## config.mk

```make
export PLATFORM = sky130hd
export DESIGN_NAME = sia_div_step
export DESIGN_NICKNAME = d
export VERILOG_FILES = /design/src/hw/rtl/sia_pkg.sv /design/src/hw/rtl/sia_div_step.sv
export SDC_FILE = /design/constraint.sdc
export NUM_CORES = 1
export LEC_CHECK = 0
export BUFFER_PORTS_ARGS = -buffer_cell sky130_fd_sc_hd__buf_2
export CELL_PAD_IN_SITES_DETAIL_PLACEMENT = 0
export CELL_PAD_IN_SITES_GLOBAL_PLACEMENT = 1
export CORE_AREA = 2 2 134 136
export DETAILED_ROUTE_END_ITERATION = 16
export DIE_AREA = 0 0 136 138
export GPL_TIMING_DRIVEN = 0
export PLACE_DENSITY = 0.7
export SLEW_MARGIN = 20
export SYNTH_ARGS = -nofsm -noshare
export SYNTH_HDL_FRONTEND = slang
export SYNTH_SLANG_ARGS = --single-unit
```

## constraint.sdc

```tcl
create_clock -name vclk -period 11.05
set_input_delay 2.21 -clock vclk [all_inputs]
set_output_delay 2.21 -clock vclk [all_outputs]
set_load 0.005 [all_outputs]
```

## src/hw/rtl/sia_pkg.sv

```systemverilog
`default_nettype none
package sia_pkg;

	localparam int Width = 32;
	localparam int ShW = $clog2(Width);

	localparam logic [4:0] FN_LT       = 5'd0;
	localparam logic [4:0] FN_ODD      = 5'd1;
	localparam logic [4:0] FN_EVEN     = 5'd2;
	localparam logic [4:0] FN_ZERO     = 5'd3;
	localparam logic [4:0] FN_POS      = 5'd4;
	localparam logic [4:0] FN_NEG      = 5'd5;
	localparam logic [4:0] FN_ABS      = 5'd6;
	localparam logic [4:0] FN_NEGATE   = 5'd7;
	localparam logic [4:0] FN_ADD      = 5'd8;
	localparam logic [4:0] FN_SUB      = 5'd9;
	localparam logic [4:0] FN_MUL      = 5'd10;
	localparam logic [4:0] FN_DIV      = 5'd11;
	localparam logic [4:0] FN_MOD      = 5'd12;
	localparam logic [4:0] FN_REM      = 5'd13;
	localparam logic [4:0] FN_TRUNCDIV = 5'd14;
	localparam logic [4:0] FN_QUOTIENT = 5'd15;
	localparam logic [4:0] FN_ASH      = 5'd16;
	localparam logic [4:0] FN_NOT      = 5'd17;
	localparam logic [4:0] FN_AND      = 5'd18;
	localparam logic [4:0] FN_OR       = 5'd19;
	localparam logic [4:0] FN_XOR      = 5'd20;

	typedef struct packed {
		logic [4:0]              func;
		logic signed [Width-1:0] operand_a;
		logic signed [Width-1:0] operand_b;
	} req_t;

	typedef struct packed {
		logic signed [Width-1:0] main_value;
		logic signed [Width-1:0] second_value;
		logic                    predicate_true;
		logic                    divide_by_zero;
	} rsp_t;

	// state carried down the pipeline
	typedef struct packed {
		logic [4:0]       func;
		logic [Width-1:0] b;
		logic             neg_a;
		logic             neg_b;
		logic             is_div;
		logic             dz;
		logic [Width-1:0] simple;
		logic             pred;
		logic [Width-1:0] mb;
		logic [Width-1:0] rem;
		logic [Width-1:0] quo;
	} pipe_t;

endpackage
`default_nettype wire

```

## src/hw/rtl/sia_div_step.sv

```systemverilog
`default_nettype none
module sia_div_step import sia_pkg::*; (
	input  var pipe_t din,
	output var pipe_t dout
);
	logic [Width:0] t, d;

	// one restoring division bit
	always_comb begin
		t = {din.rem, din.quo[Width-1]};
		d = t - {1'b0, din.mb};
		dout = din;
		if (!d[Width]) begin
			dout.rem = d[Width-1:0];
			dout.quo = {din.quo[Width-2:0], 1'b1};
		end else begin
			dout.rem = t[Width-1:0];
			dout.quo = {din.quo[Width-2:0], 1'b0};
		end
	end
endmodule
`default_nettype wire

```

==> run_results.csv <==
group,metric,value,unit
sta,finalSetupViolations,0,
setup_path,end_kind,"output port",
setup_path,crit_fanout,10,
drt,drtIter0Drc,134,
yosys,synthMuxAreaShare,7.76,%
run_status,status,"finished, final reports clean",
yosys,synth_top_family_by_area,"buffers and inverters",
clock_network,post_cts_buffers,0,
yosys,synthSimpleGateAreaFrac,14.9,%
cells_and_area,multi_input_area,2220,um^2
yosys,netlist_area,3480,um^2
global_routing,grt_pass1_wl,18200,um
global_routing,gr-total-overflow,0,
setup_path,crit_arrival,5.40,ns
die,core_area,17500,um^2
die,fp.dieW,136,um
die,initial_core_util,19.9,%
power_and_ir_drop,p_leak,2.86,nW
sta,fin_tns_setup,0,ns
yosys,syn_nets,700,
drt,ant_nets,0,
sta,finalHoldViolCount,0,
yosys,netlist.area_leader.share,29.5,%
global_routing,grt_max_degree,11,
place,dp_hpwl,10800,um
cells_and_area,clock_buffers,0,
worst_hold_path,holdPathEnd,"dout[158]",
drt,first_pass_iters,4,
sta,fin_crit_sh,68.9,%
yosys,ys_seq_area_share,0,%
yosys,synth_cell_types,49,
yosys,avgSynthCellArea,7.01,um^2
cells_and_area,antenna_cells,0,
worst_hold_path,hold_depth,2,
cells_and_area,final_core_util,28.2,%
die,rows,49,
die,die-area,18800,um^2
drt,drc,0,
yosys,synth.area.top_cells,"buf_4, ha_1, mux2_4, a21oi_1, nand2_1",
setup_path,required,8.84,ns
place,gp_congestion,0.852,
cells_and_area,nets,937,
sta,worst_pin_slew,0.612,ns
cells_and_area,fillers,2001,
cells_and_area,seq_area,0,um^2
worst_hold_path,hp-start,"din[158]",
yosys,synth-xor-area-share,6.04,%
cells_and_area,final_layout_size_suffix_gt1_share,54.5,%
yosys,yosysWarnings,0,
setup_path,critPathLaunchType,"primary input",
power_and_ir_drop,power.density,57.3,nW/um^2
clock_network,hold_buffers,0,
setup_path,critical_path_class,"in2out",
sta,report.final.slew_viol_count,0,
yosys,yosysTopAreaCell,"buf_4",
clock_network,post_cts_resized,0,
drt,detail_route.wl_per_cell,12.7,um
drt,num_vias,3957,
flow_run,maxCapViolCount,0,
die,die_h,138,um
drt,wl,12200,um
cells_and_area,seq_cell_count,0,
yosys,synthMostInstantiatedCell,"buf_4",
place,placement.io_buffers,235,
sta,finalCriticalPeriod,7.61,ns
yosys,synth_adder_area_share,12.1,%
global_routing,grt_use_total,11.9,%
setup_path,crit_path_start,"din[77]",
drt,via_per_inst,4.12,
sta,slew_headroom,59.2,%
cells_and_area,syn2layout_area_growth,42.0,%
global_routing,grt_pass1_vias,3599,
die,ioPinCount,340,
sta,rsz0062_at_grt,"false",
power_and_ir_drop,ir_worst_vdd,17.6,uV
worst_hold_path,hp-class,"in2out",
yosys,synthTopCellsByCount,"buf_4, nand2_1, inv_1",
sta,fmax,0.131,GHz
yosys,synth_cells,497,
global_routing,antenna_found_initial,0,
sta,holdWs,4.58,ns
yosys,synth_compound_area_share,22.9,%
[metrics by stage]
step           worst slack (ns)  area (um^2)  total power, mW  std cells
6_report                   3.44         4940            0.283        961
5_1_grt                    3.10         4940            0.315        961
4_1_cts                    3.37         4940            0.289        961
3_5_place_dp               3.38         4940            0.288        961
3_3_place_gp               3.35         4940            0.287        961
2_1_floorplan              4.36         3480            0.183        497
[critical path, stage by stage]
cell      delay, ns
buf_2          0.10
inv_1          0.06
ha_1           0.38
a21oi_2        0.24
o211ai_1       0.14
a221o_1        0.35
a211o_1        0.32
o21a_1         0.23
o211ai_4       0.44
clkbuf_1       0.53
o21ai_0        0.24
buf_2          0.17
[kinds of logic (layout without fill, tap and decap cells)]
group                      Yosys count  after routing
AOI/OAI and AO/OA                  120            120
and+or+nand+nor                    108            108
muxes                               18             18
xor gates and xnor gates            24             24
buffers and inverters              194            429
adders and majority gates           33             33
[worst max-delay path by stage]
stage                     cells past startpoint  slack, ns  endpoint
final                                        12       3.44  dout[45]
after global routing                         14       3.10  dout[45]
after CTS                                    13       3.37  dout[45]
after detailed placement                     12       3.38  dout[45]
after global placement                       13       3.35  dout[45]
after floorplan                              12       4.36  dout[35]
[placed cells by master, fill, tap and decap left out, types with 6 or more instances in the layout]
cell type  instances
nor2_1            16
o21a_1             6
o21ai_0           24
buf_2            236
o211ai_1           8
a21oi_1           34
nand4_1            7
a21o_1            15
nand2_1           44
xnor2_1           14
and3_1             6
xor2_1            10
nand3_1           11
inv_1             41
ha_1              32
mux2_4            18
clkbuf_1          11
buf_4            137
[layer usage]
| layer | GRT usage [%] | up-vias | part of all wire, % |
|---|---|---|---|
| met1 | 14.3 | 1731 | 41 |
| met4 | 0.439 | 0 | 0.29 |
| met3 | 0.880 | 2 | 7.3 |
| met5 | 0 | - | 0 |
| li1 | - | 2037 | - |
| met2 | 23.6 | 187 | 52 |
[power by group]
group          switching [mW]  internal [mW]
Clock                       0              0
Combinational           0.135          0.148
Sequential                  0              0
Total                   0.135          0.148
[final cells by class]
class              count  share of cell area [%]
plain buffers        152                    22.4
inverters             42                    3.19
multi-input cells    303                    44.8
well taps            229                    5.79
repair buffers       235                    23.8
(Power assumes the default switching activity.)
