`config.mk`:
```
export PLATFORM = sky130hd
export DESIGN_NAME = sia_front
export DESIGN_NICKNAME = d
export VERILOG_FILES = /design/src/hw/rtl/sia_pkg.sv /design/src/hw/rtl/sia_front.sv
export SDC_FILE = /design/constraint.sdc
export NUM_CORES = 2
export LEC_CHECK = 0
export ABC_AREA = 1
export ABC_CLOCK_PERIOD_IN_PS = 17760
export BUFFER_PORTS_ARGS = -buffer_cell sky130_fd_sc_hd__buf_2
export CORE_MARGIN = 1
export CORE_UTILIZATION = 35
export DETAILED_ROUTE_END_ITERATION = 8
export GPL_ROUTABILITY_DRIVEN = 0
export PLACE_DENSITY = 0.52
export RECOVER_POWER = 100
export SYNTH_ARGS = -nofsm -noshare
export SYNTH_HDL_FRONTEND = slang
export SYNTH_SLANG_ARGS = --single-unit
```
`constraint.sdc`:
```
create_clock -name vclk -period 17.76
set_input_delay 2.664 -clock vclk [all_inputs]
set_output_delay 2.664 -clock vclk [all_outputs]
set_load 0.05 [all_outputs]
```
`src/hw/rtl/sia_pkg.sv`:
```
`default_nettype none
package sia_pkg;

	localparam int Width = 32;
	localparam int ShW = $clog2(Width);

	localparam logic [4:0] FN_LT       = 5'd0;
	localparam logic [4:0] FN_ODD      = 5'd1;
	localparam logic [4:0] FN_EVEN     = 5'd2;
	localparam logic [4:0] FN_ZERO     = 5'd3;
	localparam logic [4:0] FN_POS      = 5'd4;
	localparam logic [4:0] FN_NEG      = 5'd5;
	localparam logic [4:0] FN_ABS      = 5'd6;
	localparam logic [4:0] FN_NEGATE   = 5'd7;
	localparam logic [4:0] FN_ADD      = 5'd8;
	localparam logic [4:0] FN_SUB      = 5'd9;
	localparam logic [4:0] FN_MUL      = 5'd10;
	localparam logic [4:0] FN_DIV      = 5'd11;
	localparam logic [4:0] FN_MOD      = 5'd12;
	localparam logic [4:0] FN_REM      = 5'd13;
	localparam logic [4:0] FN_TRUNCDIV = 5'd14;
	localparam logic [4:0] FN_QUOTIENT = 5'd15;
	localparam logic [4:0] FN_ASH      = 5'd16;
	localparam logic [4:0] FN_NOT      = 5'd17;
	localparam logic [4:0] FN_AND      = 5'd18;
	localparam logic [4:0] FN_OR       = 5'd19;
	localparam logic [4:0] FN_XOR      = 5'd20;

	typedef struct packed {
		logic [4:0]              func;
		logic signed [Width-1:0] operand_a;
		logic signed [Width-1:0] operand_b;
	} req_t;

	typedef struct packed {
		logic signed [Width-1:0] main_value;
		logic signed [Width-1:0] second_value;
		logic                    predicate_true;
		logic                    divide_by_zero;
	} rsp_t;

	// state carried down the pipeline
	typedef struct packed {
		logic [4:0]       func;
		logic [Width-1:0] b;
		logic             neg_a;
		logic             neg_b;
		logic             is_div;
		logic             dz;
		logic [Width-1:0] simple;
		logic             pred;
		logic [Width-1:0] mb;
		logic [Width-1:0] rem;
		logic [Width-1:0] quo;
	} pipe_t;

endpackage
`default_nettype wire

```
`src/hw/rtl/sia_front.sv`:
```
`default_nettype none
module sia_front import sia_pkg::*; (
	input  var req_t  req,
	output var pipe_t item
);
	logic [Width-1:0] a, b, ma, mb, shl, shr, fill;
	logic [Width:0]   nb;
	logic             neg_a, neg_b;

	always_comb begin
		a = req.operand_a;
		b = req.operand_b;
		neg_a = a[Width-1];
		neg_b = b[Width-1];
		ma = neg_a ? (~a + 1'b1) : a;
		mb = neg_b ? (~b + 1'b1) : b;
		nb = ~{neg_b, b} + 1'b1;
		fill = {Width{neg_a}};
		shl = ({1'b0, b} >= (Width+1)'(Width)) ? '0 : (a << b[ShW-1:0]);
		shr = (nb >= (Width+1)'(Width)) ? fill
			: Width'($signed(a) >>> nb[ShW-1:0]);

		item = '0;
		item.func = req.func;
		item.b = b;
		item.neg_a = neg_a;
		item.neg_b = neg_b;
		item.mb = mb;
		item.quo = ma;
		item.rem = '0;
		item.is_div = (req.func >= FN_DIV) && (req.func <= FN_QUOTIENT);
		item.dz = item.is_div && (b == '0);
		unique case (req.func)
			FN_LT:     item.pred = $signed(a) < $signed(b);
			FN_ODD:    item.pred = a[0];
			FN_EVEN:   item.pred = ~a[0];
			FN_ZERO:   item.pred = (a == '0);
			FN_POS:    item.pred = $signed(a) > $signed(Width'(0));
			FN_NEG:    item.pred = neg_a;
			FN_ABS:    item.simple = ma;
			FN_NEGATE: item.simple = ~a + 1'b1;
			FN_ADD:    item.simple = a + b;
			FN_SUB:    item.simple = a - b;
			FN_MUL:    item.simple = a * b;
			FN_ASH:    item.simple = (!neg_b && b != '0) ? shl : shr;
			FN_NOT:    item.simple = ~a;
			FN_AND:    item.simple = a & b;
			FN_OR:     item.simple = a | b;
			FN_XOR:    item.simple = a ^ b;
			default:   item.simple = '0;
		endcase
	end
endmodule
`default_nettype wire

```
==> metrics.csv <==
stage,metric,value,unit
run_status,outcome,"complete, but fails checks",
run_status,failing checks,"capacitance limit, slew limit",
route,vias,31400,
flow_run,max-cap viol count,21,
worst_setup_path,crit path max fanout,36,
worst_setup_path,cell mode on critical path,fa_1,
logic_synthesis,Synth Area in Simple Gates,0.253,
clock_network,hold buffers post-CTS,0,
floorplanning,DIE WIDTH,290,um
logic_synthesis,largest family of logic cells by synthesized area,adder cells,
global_route,grt ovf,0,
worst_setup_path,"Req. time, crit path",15.10,ns
global_route,gr usage total,0.323,
sta,setup tns final,0,ns
logic_synthesis,register area share after synthesis,0,
route,Routed Antenna Nets,0,
min_path,Worst Hold Class,input pin to output port,
route,Initial DRC Count,3509,
sta,endpoints failing setup,0,
sta,relative slew slack,-0.760,
logic_synthesis,post-synthesis mux area share,0.00620,
global_route,number of global-route vias before repair,30200,
sta,Slew @ Worst Pin,2.64,ns
logic_synthesis,Synth Area in XOR/XNOR,0.0297,
logic_synthesis,Cells after Synth,4619,
floorplanning,die area,84200,um^2
global_route,largest net degree at the start of global routing,49,
place,HPWL after detailed placement,111000,um
logic_synthesis,Synth Area in Adders,0.380,
logic_synthesis,post-synth top area share,0.282,
finish,filler cell count,9176,
logic_synthesis,Mapped Avg Cell Area,6.29,um^2
sta,fmax,0.0669,GHz
sta,RSZ-0062 raised after global routing,false,
clock_network,Post-CTS Resized,0,
worst_setup_path,WS Path Type,input pin to output port,
finish,register area,0,um^2
global_route,first-pass GRT wire length,202000,um
logic_synthesis,post-synth top area cell,fa_1,
worst_setup_path,Worst Setup Start Kind,input pin,
logic_synthesis,Mapped Area,29100,um^2
floorplanning,row count,105,
finish,layout overhead on the synthesized area,4.20,%
sta,final hold viol count,0,
floorplanning,num ports,239,
floorplanning,Die Ht,290,um
route,Vias/cell,5.54,
route,drt total wl,139000,um
worst_setup_path,CP arrival,12.28,ns
sta,final worst path period share,0.842,
finish,Clock Buffer Count,0,
route,DRC,0,
sta,Tmin final,14.95,ns
worst_setup_path,CP peak stage delay,1.70,ns
logic_synthesis,number of distinct library cells after synthesis,60,
finish,share of post-route cells with drive strength above 1,0.0419,
worst_setup_path,Setup crit end kind,output port,
logic_synthesis,largest cells by area after synthesis,"fa_1, nand2_1, inv_1, ha_1, o21ai_0",
logic_synthesis,YS warnings,0,
place,Port Buffer Count,207,
sta,Final Max Tran Viols,595,
floorplanning,initial core utilization,0.354,
clock_network,"Setup Fix Bufs, Post-CTS",0,
global_route,antenna violations before repair,8,
finish,Seq cells,0,
route,TritonRoute pass-1 iters,8,
finish,nets,5311,
logic_synthesis,compound-cell area share of the yosys netlist,0.147,
floorplanning,Core ar.,82100,um^2
worst_setup_path,Slowest cell on crit path,clkbuf_1,
route,post-detailed-route wirelength per cell,24.5,um
## layer usage
layer | wire length [um] | up-vias | global-route usage
li1 | - | 14100 | -
met1 | 53100 | 14900 | 0.411
met2 | 59500 | 1992 | 0.499
met3 | 14600 | 479 | 0.0600
met4 | 11700 | 6 | 0.216
met5 | 37 | - | 0
## kinds of logic after synthesis
family / after synthesis
other: 1
AOI/OAI and AO/OA: 760
and+or+nand+nor: 1772
muxes: 18
adders and majority gates: 636
xor gates and xnor gates: 96
buffers and inverters: 1336
## worst max-delay path, delay by kind of cell
| kind | cells | cell delay (ns) |
|---|---|---|
| adders and majority gates | 9 | 4.23 |
| buffers and inverters | 8 | 3.43 |
| and+or+nand+nor | 5 | 0.94 |
| AOI/OAI and AO/OA | 5 | 0.87 |
| xor gates and xnor gates | 1 | 0.12 |
## final timing paths
path,start,endpoint,slack [ns],depth (start not counted)
worst min-delay path,req[64],item[165],5.79,2
worst max-delay path,req[4],item[126],2.81,28
## area by class of cell
| cell class | count | area [um^2] | area share |
|---|---|---|---|
| antenna | 3 | 7.51 | 0.000248 |
| tap | 1070 | 1340 | 0.0442 |
| inverter | 1023 | 3840 | 0.127 |
| timing repair buffer | 267 | 1290 | 0.0425 |
| multi-input combinational | 3314 | 23800 | 0.786 |
## Yosys cell counts (23+ instances only)
cell type  number
xor2_1         62
xnor2_1        32
buf_4          75
clkbuf_1      160
a221oi_1       30
o21ai_1        23
nand3_1       186
o21ai_0       342
a21oi_1       209
inv_1        1005
nor3_1         27
fa_1          410
ha_1          226
nand4_1        64
o22ai_1        37
nand2_1      1142
nor2_1        283
buf_1          54
## layout by cell type, fill, tap and decap left out, types with 9 or more instances in the layout
master       n
buf_2       88
nor2_2       9
nand2_1   1143
ha_1       226
a21o_1      13
nor3_1      27
o21ai_1     22
nor4_1      11
clkbuf_1   132
a31oi_1     17
or2_2       22
o21bai_1    20
o211ai_1    22
fa_1       410
mux2i_1     18
xor2_1      62
xnor2_1     32
nand4_1     64
o22ai_1     37
nor2_1     283
clkinv_1    10
buf_4       47
a221oi_1    30
o21ai_0    343
conb_1      32
inv_1     1007
nand3_1    186
a21oi_1    209
## through the flow
stage / setup WS (ns) / area (um^2) / std cells / util / hold slack, ns
4_1_cts: 4.74 / 30500 / 5673 / 0.371 / 5.70
3_3_place_gp: 4.81 / 30500 / 5673 / 0.371 / 5.70
3_5_place_dp: 4.76 / 30500 / 5673 / 0.371 / 5.70
6_report: 2.81 / 30300 / 5677 / 0.369 / 5.79
5_1_grt: 2.58 / 30300 / 5675 / 0.369 / 5.79
2_1_floorplan: 5.22 / 29200 / 4650 / - / 5.50
