<file path="src/hw/rtl/sia_pkg.sv">
`default_nettype none
package sia_pkg;

	localparam int Width = 32;
	localparam int ShW = $clog2(Width);

	localparam logic [4:0] FN_LT       = 5'd0;
	localparam logic [4:0] FN_ODD      = 5'd1;
	localparam logic [4:0] FN_EVEN     = 5'd2;
	localparam logic [4:0] FN_ZERO     = 5'd3;
	localparam logic [4:0] FN_POS      = 5'd4;
	localparam logic [4:0] FN_NEG      = 5'd5;
	localparam logic [4:0] FN_ABS      = 5'd6;
	localparam logic [4:0] FN_NEGATE   = 5'd7;
	localparam logic [4:0] FN_ADD      = 5'd8;
	localparam logic [4:0] FN_SUB      = 5'd9;
	localparam logic [4:0] FN_MUL      = 5'd10;
	localparam logic [4:0] FN_DIV      = 5'd11;
	localparam logic [4:0] FN_MOD      = 5'd12;
	localparam logic [4:0] FN_REM      = 5'd13;
	localparam logic [4:0] FN_TRUNCDIV = 5'd14;
	localparam logic [4:0] FN_QUOTIENT = 5'd15;
	localparam logic [4:0] FN_ASH      = 5'd16;
	localparam logic [4:0] FN_NOT      = 5'd17;
	localparam logic [4:0] FN_AND      = 5'd18;
	localparam logic [4:0] FN_OR       = 5'd19;
	localparam logic [4:0] FN_XOR      = 5'd20;

	typedef struct packed {
		logic [4:0]              func;
		logic signed [Width-1:0] operand_a;
		logic signed [Width-1:0] operand_b;
	} req_t;

	typedef struct packed {
		logic signed [Width-1:0] main_value;
		logic signed [Width-1:0] second_value;
		logic                    predicate_true;
		logic                    divide_by_zero;
	} rsp_t;

	// state carried down the pipeline
	typedef struct packed {
		logic [4:0]       func;
		logic [Width-1:0] b;
		logic             neg_a;
		logic             neg_b;
		logic             is_div;
		logic             dz;
		logic [Width-1:0] simple;
		logic             pred;
		logic [Width-1:0] mb;
		logic [Width-1:0] rem;
		logic [Width-1:0] quo;
	} pipe_t;

endpackage
`default_nettype wire

</file>
<file path="src/hw/rtl/sia_back.sv">
`default_nettype none
module sia_back import sia_pkg::*; (
	input  var pipe_t din,
	output var rsp_t  rsp
);
	logic [Width-1:0] q, r, m;

	always_comb begin
		q = (din.neg_a != din.neg_b) ? (~din.quo + 1'b1) : din.quo;
		r = din.neg_a ? (~din.rem + 1'b1) : din.rem;
		m = (r != '0 && din.neg_a != din.neg_b) ? (r + din.b) : r;
		rsp = '0;
		if (din.is_div) begin
			rsp.divide_by_zero = din.dz;
			if (!din.dz) begin
				unique case (din.func)
					FN_MOD: rsp.main_value = m;
					FN_REM: rsp.main_value = r;
					FN_TRUNCDIV: begin
						rsp.main_value = q;
						rsp.second_value = r;
					end
					default: rsp.main_value = q;
				endcase
			end
		end else begin
			rsp.main_value = din.simple;
			rsp.predicate_true = din.pred;
		end
	end
endmodule
`default_nettype wire

</file>
<file path="config.mk">
export PLATFORM = sky130hd
export DESIGN_NAME = sia_back
export DESIGN_NICKNAME = d
export VERILOG_FILES = /design/src/hw/rtl/sia_pkg.sv /design/src/hw/rtl/sia_back.sv
export SDC_FILE = /design/constraint.sdc
export NUM_CORES = 1
export LEC_CHECK = 0
export BUFFER_PORTS_ARGS = -buffer_cell sky130_fd_sc_hd__buf_2
export CAP_MARGIN = 20
export CORE_MARGIN = 2
export CORE_UTILIZATION = 53
export DETAILED_ROUTE_END_ITERATION = 7
export MAX_ROUTING_LAYER = met4
export PLACE_DENSITY = 0.91
export SLEW_MARGIN = 20
export SYNTH_ARGS = -nofsm -noshare
export SYNTH_HDL_FRONTEND = slang
export SYNTH_SLANG_ARGS = --single-unit
</file>
<file path="constraint.sdc">
create_clock -name vclk -period 10.9
set_input_delay 1.09 -clock vclk [all_inputs]
set_output_delay 1.09 -clock vclk [all_outputs]
set_load 0.01 [all_outputs]
</file>
==> summary.md, run 1 <==
| Metric | Value |
|---|---|
| Status | complete, no violations |
| End point of the worst hold path | rsp[52] |
| Setup ws final | 3760 ps |
| Global Route Usage Sum | between 30% and 40% |
| Pwr/cell area | 56.3 mW/mm2 |
| Top area cells in the synthesized netlist | ha_1 (10%), xnor2_1 (8.4%), xor2_1 (7.7%) |
| DR iter-0 viols | between 300 and 400 |
| Number of antenna violations at the first check in global routing | 0 |
| Power share of the combinational group | 100.0% |
| Hold WC Path Type | input pin to output pin |
| Quantity of gates resized following cts | 0 |
| Reg power frac | 0% |
| Fin. max-slew vios | 0 |
| Synth Area in Compound Gates | between 30% and 40% |
| Final ANT Viol Nets | 0 |
| Critical path class | input pin to output pin |
| Core area | 0.00872 mm2 |
| FMAX | 140 MHz |
| Headroom to the max-slew limit | 35.7% |
| # rows | 34 |
| Final HPWL DP | approximately 14 mm |
| Vias in the first global route | just under 6000 |
| RSZ-0062 raised after global routing | no |
| Max FO, Critical Path | 10 |
| Slew @ Worst Pin | 954 ps |
| Crit path DAT | about 6100 ps |
| Clkbuf count | 0 |
| Register area share after synthesis | 0% |
| Vias/cell | 6.34 |
| Static leakage | 2.68 nW |
| Vias | around 6300 |
| Starting Density | between 50% and 60% |
| Final RePlAce weighted congestion | ~1.0 |
| Clk network pwr share | 0% |
| Synth warnings | 0 |
| Switch share | between 50% and 60% |
| Final setup fails | 0 |
| Largest family of logic cells by synthesized area | compound AO/OA/AOI/OAI gates |
| First-pass GRT wire length | roughly 28 mm |
| # Max-Cap Violations | 0 |
| DR DRC count | 0 |
| Drt wl/cell | 17.7 um |
| Post-synthesis adder-cell area fraction | 10.6% |
| Maximum vdd drop | 0.0358 mV |
| Syn nets | 913 |
| Number of diodes | 0 |
| Syn_area_per_cell | 6.80 um2 |
| Origin of the worst min-delay path | din[115] |
| Port Buffer Count | 204 |
| Die area | 0.00979 mm2 |
| Setup WS pre-CTS | 3910 ps |
| CTS Hold Bufs | 0 |
| Final wirelength | 17.5 mm |
| Total grt overflow | 0 |
| Setup TNS | 0 ps |
| Layout cells sized above 1 | 28.5% |
| Seq_cells | 0 |
| WHS Path Cells | 3 |
| Fin. Hold Viols | 0 |
| Final net count | 1094 |
| NetSw | 0.000191 W |
| Mapped Cells | 703 |
| Mux contribution to synthesized area | 0.995% |
| Period utilization | approximately two thirds |
| Area Overhead vs Synth | 22.3% |
| Fin crit period | between 7000 and 8000 ps |
| Count of unique library cells instantiated by Yosys | 81 |
| I/O pin cnt | 236 |
| Setup Buffers After CTS | 0 |
| CP required | a little under 10000 ps |
| Simple-Gate Fraction of Synth Area | 30.4% |
| Startpoint class of the critical path | input pin |
| Setup crit end kind | output pin |
| Seq. cell area | 0 um2 |
| Area leader, netlist | ha_1 |
| Cell Int Power | between 0.0001 and 0.00015 W |
| Pin count of the biggest net entering global routing | 41 |
| Die W | 99.0 um |
| 1st-pass router iterations | 7 |
| Synth Cell Area | 0.00478 mm2 |
| Synth Area in XOR/XNOR | 16.1% |
| Post-synth top area share | 10.2% |
| Die H | 99.0 um |
cell usage after synthesis, drive strengths merged (6+ instances only):
| master | n |
|---|---|
| a21o | 13 |
| a21oi | 49 |
| a221o | 17 |
| and2 | 6 |
| and3 | 8 |
| buf | 10 |
| clkbuf | 21 |
| ha | 39 |
| inv | 29 |
| nand2 | 53 |
| nand2b | 6 |
| nand3 | 14 |
| nand4 | 10 |
| nor2 | 79 |
| nor2b | 24 |
| nor3 | 16 |
| nor4 | 14 |
| o211ai | 9 |
| o21ai | 44 |
| o21bai | 6 |
| o2bb2ai | 21 |
| o31ai | 14 |
| o41ai | 9 |
| or2 | 8 |
| or3 | 9 |
| or4 | 12 |
| xnor2 | 46 |
| xor2 | 42 |
cells by family after synthesis:
logic type      after synthesis
simple gates                269
compound gates              242
xor+xnor                     88
buf+inv                      60
fa+ha+maj                    40
mux                           4
power groups by stage:
| stage | clock network, W | registers [W] | logic (W) |
|---|---|---|---|
| global route | 0 | 0 | 0.000362 |
| CTS | 0 | 0 | 0.000323 |
| global placement | 0 | 0 | 0.000317 |
| detailed placement | 0 | 0 | 0.000321 |
| finish | 0 | 0 | 0.000329 |
| floorplan | 0 | 0 | 0.000222 |
area by class of cell:
cell class                      count  area (um2)
Fill cell                         840        2880
Inverter                           29         109
Multi-Input combinational cell    643        4530
Tap cell                          108         135
Timing Repair Buffer              210        1070
worst max-delay path by stage:
stage                     startpoint  endpoint  slack (ps)  cells after the start
after floorplan             din[132]   rsp[63]        4890                     17
after global placement       din[32]   rsp[63]        3920                     19
after detailed placement     din[32]   rsp[63]        3910                     19
after CTS                    din[32]   rsp[63]        3890                     19
after global routing         din[32]   rsp[63]        3370                     19
final                        din[32]   rsp[63]        3760                     19
critical path, cell delays in order:
cell,delay (ps)
buf_2,150
inv_1,150
ha_1,250
nor4b_4,340
nand4_2,330
o21ai_1,240
xor2_1,330
inv_1,110
ha_1,410
and3_1,190
nand4_1,110
o311ai_0,750
o21ai_0,380
o41ai_1,450
a21oi_1,140
xor2_1,140
o221ai_1,120
a22o_1,230
buf_2,130
metrics by stage:
step                      total power (W)  area, um2  hold WS, ps  utilization, %  std cells
final                            0.000329       5840         2470            67.0        990
after global routing             0.000362       5840         2500            67.0        990
after CTS                        0.000323       5840         2470            67.0        990
after detailed placement         0.000321       5840         2470            67.0        990
after global placement           0.000317       5840         2470            66.9        989
after floorplan                  0.000222       4780         2310               -        703
cell usage in the layout, fill, tap and decap left out, drive strengths merged, types with 4 or more instances in the layout:
master | synthesis | final
nor4 | 14 | 14
and3 | 8 | 8
nand2b | 6 | 6
nor2 | 79 | 79
a211oi | 5 | 5
ha | 39 | 39
or2 | 8 | 8
a21o | 13 | 13
o21bai | 6 | 6
a21oi | 49 | 49
a21boi | 5 | 5
nand2 | 53 | 53
o21ai | 44 | 44
o2bb2ai | 21 | 21
a31o | 5 | 5
nand4 | 10 | 10
buf | 10 | 210
a211o | 4 | 4
a31oi | 5 | 5
o21a | 4 | 4
a221o | 17 | 17
xor2 | 42 | 42
nor2b | 24 | 24
nand3 | 14 | 14
o41ai | 9 | 9
o31ai | 14 | 14
or3 | 9 | 9
nor3 | 16 | 16
o211ai | 9 | 9
inv | 29 | 29
or4 | 12 | 12
xnor2 | 46 | 46
and2 | 6 | 6
layer usage:
| metal | vias up | wire (um) | track usage [%] |
|---|---|---|---|
| met1 | 2869 | 7290 | 44.6 |
| met5 | - | 0 | - |
| met3 | 73 | 1220 | 2.70 |
| met2 | 318 | 8080 | 56.2 |
| li1 | 3019 | - | - |
| met4 | 0 | 943 | 15.5 |
Power figures use the tool's default switching activity.
==> inputs of run 2 (changes only) <==
Settings changed: ABC_AREA from default to 1, CORE_UTILIZATION 53 to 52, PLACE_DENSITY 0.91 to 0.85.
Clock period 10.9 ns to 6.6 ns, I/O delays scaled along.
==> run 2 against run 1 <==
Compared with the run above:
- cell count rose by 55%
- design area is 17% higher
- area after synthesis rose by 21%
- global-route usage up 0.34 points
- critical path depth unchanged
- critical path type unchanged
==> summary.md, run 2 <==
| Metric | Value |
|---|---|
| CP most frequent cell | nand2_1 |
| Static leakage | 3.81 nW (+42%) |
| Vias/cell | 5.44 (-14%) |
| Register area share after synthesis | 0% (unchanged) |
| Layout cells sized above 1 | 16.8% (-12 points) |
| CTS Hold Bufs | 0 (unchanged) |
| Layout filler cell count | 1226 (+46%) |
| Min Hold Slack | 1600 ps (-878 ps) |
| Slew @ Worst Pin | 1080 ps (+123 ps) |
| Syn nets | 1432 (+57%) |
| Synth top cells by count | nand2_1 (403), nor2_1 (186), inv_1 (133) |
| CP bufs+invs | 3 (-1) |
| DR iter-0 viols | 940 (+140%) |
| Setup crit end kind | output pin |
| Hold WC Path Type | input pin to output pin |
| Maximum vdd drop | 0.0417 mV (+17%) |
| Fin. Hold Viols | 0 (unchanged) |
| Pwr/cell area | 81.1 mW/mm2 (+44%) |
| Final ANT Viol Nets | 0 (unchanged) |
| Seq. cell area | 0 um2 (unchanged) |
| Clkbuf count | 0 (unchanged) |
| Core area | 0.0108 mm2 (+24%) |
| Die H | 109 um (+10%) |
| Fin crit period | roughly 5000 ps |
| Top area cells in the synthesized netlist | nand2_1 (26%), nor2_1 (12%), nand3_1 (11%) |
| Placed Instances | 1531 (+55%) |
| Pin count of the biggest net entering global routing | 48 (+17%) |
| Total grt overflow | 0 (unchanged) |
| Leading cell type in the layout, fill and taps excluded | nand2_1 |
| Post-layout util | 62.8% (-4.2 points) |
| Setup WS pre-CTS | 1660 ps (-2250 ps) |
| Crit path DAT | 4400 ps (-1650 ps) |
| Synth warnings | 0 (unchanged) |
| Max FO, Critical Path | 47 (+37) |
| Slowest CP cell | buf_2 |
| Count leader, synth | nand2_1 |
| Status | complete, no violations |
| WHS Path Cells | 3 (unchanged) |
| 1st-pass router iterations | 7 (unchanged) |
| Startpoint class of the critical path | input pin |
| Vias | 8329 (+33%) |
| Quantity of gates resized following cts | 0 (unchanged) |
| Worst path max stage delay | 660 ps (-90 ps) |
| RSZ-0062 raised after global routing | no |
| CP required | 5940 ps (-3870 ps) |
| Area Overhead vs Synth | 18.2% |
| Vias in the first global route | 7061 (+21%) |
| Setup Buffers After CTS | 0 (unchanged) |
| Die area | 0.0119 mm2 (+22%) |
| Syn_area_per_cell | 4.71 um2 (-31%) |
| Post-synth top area share | 26.3% (+16 points) |
| Final net count | 1603 (+47%) |
| Layout Cells excl Fill | 1531 (+55%) |
| Count of unique library cells instantiated by Yosys | 35 (-57%) |
| Die W | 109 um (+10%) |
| Fin. max-slew vios | 0 (unchanged) |
| Number of diodes | 0 (unchanged) |
| Setup ws final | 1540 ps (-2220 ps) |
| # rows | 38 (+12%) |
| Post-Route M1 WL | 9.53 mm (+31%) |
| Seq_cells | 0 (unchanged) |
| Area leader, netlist | nand2_1 |
| Drt wl/cell | 13.9 um (-21%) |
| Port Buffer Count | 204 (unchanged) |
| Final RePlAce weighted congestion | 0.972 (-4.2%) |
| Period utilization | 76.6% |
| Crit path max-delay family | simple AND/OR/NAND/NOR gates |
| DR top layer | met4 |
| Starting Density | 53.1% (-1.7 points) |
| Number of antenna violations at the first check in global routing | 0 (unchanged) |
| First-pass GRT wire length | 33.1 mm (+18%) |
| Critical Path Stages | 19 (unchanged) |
| I/O pin cnt | 236 (unchanged) |
| Critical path class | input pin to output pin |
| FMAX | around 200 MHz |
| Final HPWL DP | 18.1 mm (+27%) |
| Setup TNS | 0 ps (unchanged) |
| Headroom to the max-slew limit | 28.1% (-7.6 points) |
| Mapped Cells | 1222 (+74%) |
| DR DRC count | 0 (unchanged) |
| Synth Cell Area | 0.00576 mm2 (+21%) |
| Met2 wire length | 9.46 mm (+17%) |
| # Max-Cap Violations | 0 (unchanged) |
| Met3 WL post-DR | 1.70 mm (+40%) |
| CP cell instances | buf_2 > inv_1 > nand2_1 > nand3_1 > nor2_1 > nand3_1 > nor2_1 > nand3_1 > nor2_1 > nand2_1 > nor2_1 > nand3_2 > nand2_4 > nand2_1 > nand3_1 > nand2_1 > nand2_1 > nand2_1 > buf_2 |
| Final setup fails | 0 (unchanged) |
| Most used cells in the layout excluding fill and tap cells | nand2_1 (403), buf_2 (204), nor2_1 (185) |
| Final wirelength | 21.3 mm (+22%) |
| Global Route Usage Sum | 35.2% (+0.34 points) |
-- run 2: cell count changes in the layout (fill, tap and decap cells not counted), sizes merged, moves of 27 or more --
cell | before | now
xor2 | 42 | 15
o21ai | 44 | 73
inv | 29 | 138
xnor2 | 46 | 15
a21oi | 49 | 95
nor2 | 79 | 191
nand3 | 14 | 131
nand2 | 53 | 410
-- run 2: kinds of logic after synthesis --
group,Yosys count,synth area share [%]
compound gates,193,17.9
simple gates,781,56.4
xor+xnor,30,4.56
buf+inv,178,12.3
fa+ha+maj,40,8.82
-- run 2: power breakdown --
group | leakage (nW) | internal, W | switching [W]
clock | 0 | 0 | 0
sequential | 0 | 0 | 0
combinational | 3.81 | 0.000200 | 0.000352
total | 3.81 | 0.000200 | 0.000352
-- run 2: final timing paths --
kind | from | endpoint | slack [ps]
worst max-delay path | din[132] | rsp[38] | 1540
worst min-delay path | din[130] | rsp[1] | 1600
-- run 2: layer usage --
| metal | global-route usage [%] | vias to the layer above |
|---|---|---|
| met3 | 2.15 | 50 |
| li1 | - | 4291 |
| met2 | 56.7 | 396 |
| met5 | - | - |
| met4 | 9.76 | 0 |
| met1 | 47.7 | 3592 |
-- run 2: cell type report --
class	count	area [um2]	share of cell area, %
Multi-Input combinational cell	1044	5060	74.3
Timing Repair Buffer	208	1050	15.4
Inverter	139	522	7.66
Tap cell	140	175	2.57
-- run 2: stage by stage --
| stage | power, W | cell area [um2] |
|---|---|---|
| 5_1_grt | 0.000621 | 6810 |
| 3_3_place_gp | 0.000537 | 6810 |
| 6_report | 0.000552 | 6810 |
| 4_1_cts | 0.000544 | 6810 |
| 3_5_place_dp | 0.000541 | 6810 |
| 2_1_floorplan | 0.000376 | 5760 |
-- run 2: worst min-delay path, cell delays in order --
cell and delay (ps):
buf_2 100, nor2_1 50, buf_2 130
==> inputs of run 3 (changes only) <==
Settings changed: ABC_AREA 1 to 0, CORE_UTILIZATION 52 to 49.
Clock period 6.6 ns to 4.8 ns, I/O delays scaled along.
==> run 3 against run 2 <==
Compared with the run above:
- the run now ends with setup timing left
- combinational power increased by 83%
- clock-buffer cell count unchanged
- non-clock buffer count up 139
- sequential share of layout area unchanged
- critical endpoint is now rsp[65]
- largest power group unchanged
==> summary.md, run 3 (synthesized netlist as in run 1, its figures left out) <==
| Metric | Value |
|---|---|
| Status | finished with violations |
| Violated checks | setup timing |
| Area Overhead vs Synth | 52.7% |
| Leading cell type in the layout, fill and taps excluded | buf_2 |
| Port Buffer Count | 204 (unchanged) |
| Setup ws final | -138 ps (-1680 ps) |
| CP cell instances | buf_8 > inv_6 > ha_4 > or4b_4 > o41ai_4 > xor2_1 > inv_1 > ha_4 > a21oi_4 > o211ai_1 > nand3b_1 > o311ai_2 > buf_4 > o211ai_1 > a21boi_1 > or3_1 > and2_4 > o221a_4 > o2bb2ai_2 > buf_2 |
| Max FO, Critical Path | 4 (-91%) |
| DR iter-0 viols | 604 (-36%) |
| # Max-Cap Violations | 0 (unchanged) |
| Core area | 0.00964 mm2 (-11%) |
| Reg power frac | 0% (unchanged) |
| I/O pin cnt | 236 (unchanged) |
| Slowest CP cell | or4b_4 |
| Min Hold Slack | 1250 ps (-349 ps) |
| Crit path DAT | 4460 ps (+60 ps) |
| Power share of the combinational group | 100.0% (about the same) |
| Cell Int Power | 0.000476 W (+140%) |
| Placed inst area | 0.00682 mm2 (+0.18%) |
| Final setup fails | 5 (+5) |
| Final net count | 1231 (-23%) |
| DR DRC count | 0 (unchanged) |
| Startpoint class of the critical path | input pin |
| Total grt overflow | 0 (unchanged) |
| Final RePlAce weighted congestion | 1.01 (+4.0%) |
| # rows | 36 (-5.3%) |
| Multi-input gate area | 0.00489 mm2 (-3.4%) |
| Die W | 103 um (-5.9%) |
| Switch share | 52.9% (-11 points) |
| First-pass GRT wire length | 30.7 mm (-7.3%) |
| Clkbuf count | 0 (unchanged) |
| FMAX | 203 MHz |
| Layout Cells excl Fill | 1152 (-25%) |
| Pin count of the biggest net entering global routing | 33 (-31%) |
| Layout cells sized above 1 | 43.2% (+26 points) |
| Post-layout util | 75.7% (+13 points) |
| Worst path max stage delay | 510 ps (-150 ps) |
| Period utilization | 103% |
| Slew @ Worst Pin | 842 ps (-235 ps) |
| Final ANT Viol Nets | 0 (unchanged) |
| Final wirelength | 21.3 mm (+0.12%) |
| Seq. cell area | 0 um2 (unchanged) |
| Vias in the first global route | 6366 (-9.8%) |
| Final HPWL DP | 16.5 mm (-9.3%) |
| Fin crit period | 4940 ps |
| Design area | 0.00730 mm2 (+7.2%) |
| Placed Instances | 1139 (-26%) |
| Die H | 103 um (-5.9%) |
| Vias/cell | 6.20 (+14%) |
| Most used cells in the layout excluding fill and tap cells | buf_2 (202), buf_4 (141), nor2_1 (75) |
| Static leakage | 3.44 nW (-9.8%) |
| Headroom to the max-slew limit | 43.6% (+15 points) |
| Global Route Usage Sum | 37.2% (+1.9 points) |
| Number of antenna violations at the first check in global routing | 0 (unchanged) |
| Setup crit end kind | output pin |
| Number of diodes | 0 (unchanged) |
| Hold WC Path Type | input pin to output pin |
| Pwr/cell area | 138 mW/mm2 (+71%) |
| Starting Density | 49.6% (-3.6 points) |
| Critical path class | input pin to output pin |
| Setup TNS | -243 ps (-243 ps) |
| 1st-pass router iterations | 6 (-1) |
| Fin. Hold Viols | 0 (unchanged) |
| Clk network pwr share | 0% (unchanged) |
| CP required | 4320 ps (-1620 ps) |
| Die area | 0.0106 mm2 (-12%) |
| Seq_cells | 0 (unchanged) |
| Vias | 7148 (-14%) |
| RSZ-0062 raised after global routing | yes |
| Fin. max-slew vios | 0 (unchanged) |
| Maximum vdd drop | 0.107 mV (+160%) |
| NetSw | 0.000533 W (+52%) |
| Layout filler cell count | 764 (-38%) |
| Drt wl/cell | 18.5 um (+33%) |
==> run 3: metal layers <==
layer | track usage (%) | vias up | share of wire [%]
met1 | 45.2 | 3268 | 38
li1 | - | 3302 | -
met4 | 20.1 | 0 | 6.9
met5 | - | - | 0
met2 | 61.3 | 455 | 47
met3 | 2.58 | 123 | 8.0
==> run 3: cell type report <==
| class | count | area share, % |
|---|---|---|
| inverter | 29 | 1.59 |
| tap | 133 | 2.28 |
| timing repair buffer | 347 | 29.1 |
| multi-input combinational | 643 | 67.0 |
==> run 3: power by group through the flow <==
stage,sequential (W),combinational (W),clock [W]
2_1_floorplan,0,0.000504,0
3_3_place_gp,0,0.000871,0
3_5_place_dp,0,0.000884,0
4_1_cts,0,0.000910,0
5_1_grt,0,0.00108,0
6_report,0,0.00101,0
==> run 3: worst paths after layout <==
kind	start	to	slack [ps]	cells past startpoint
worst max-delay path	din[33]	rsp[65]	-140	20
worst min-delay path	din[115]	rsp[52]	1250	3
==> run 3: metrics by stage <==
stage / total power [W] / worst slack, ps
final: 0.00101 / -138
after global routing: 0.00108 / -356
after CTS: 0.000910 / -39.5
after detailed placement: 0.000884 / -255
after global placement: 0.000871 / -192
after floorplan: 0.000504 / 10.0
==> run 3: what timing repair did <==
item	CTS	global route
gates resized for setup	27	60
setup buffers	4	9
pin swaps	18	38
hold buffers	0	0
setup endpoints to repair	11	26
==> run 3: worst max-delay path: cells and delay by family <==
family	cells	cell delay, ps
AOI/OAI and AO/OA	8	1580
buffers and inverters	5	600
and+or+nand+nor	4	1160
adders and majority gates	2	400
xor gates and xnor gates	1	220
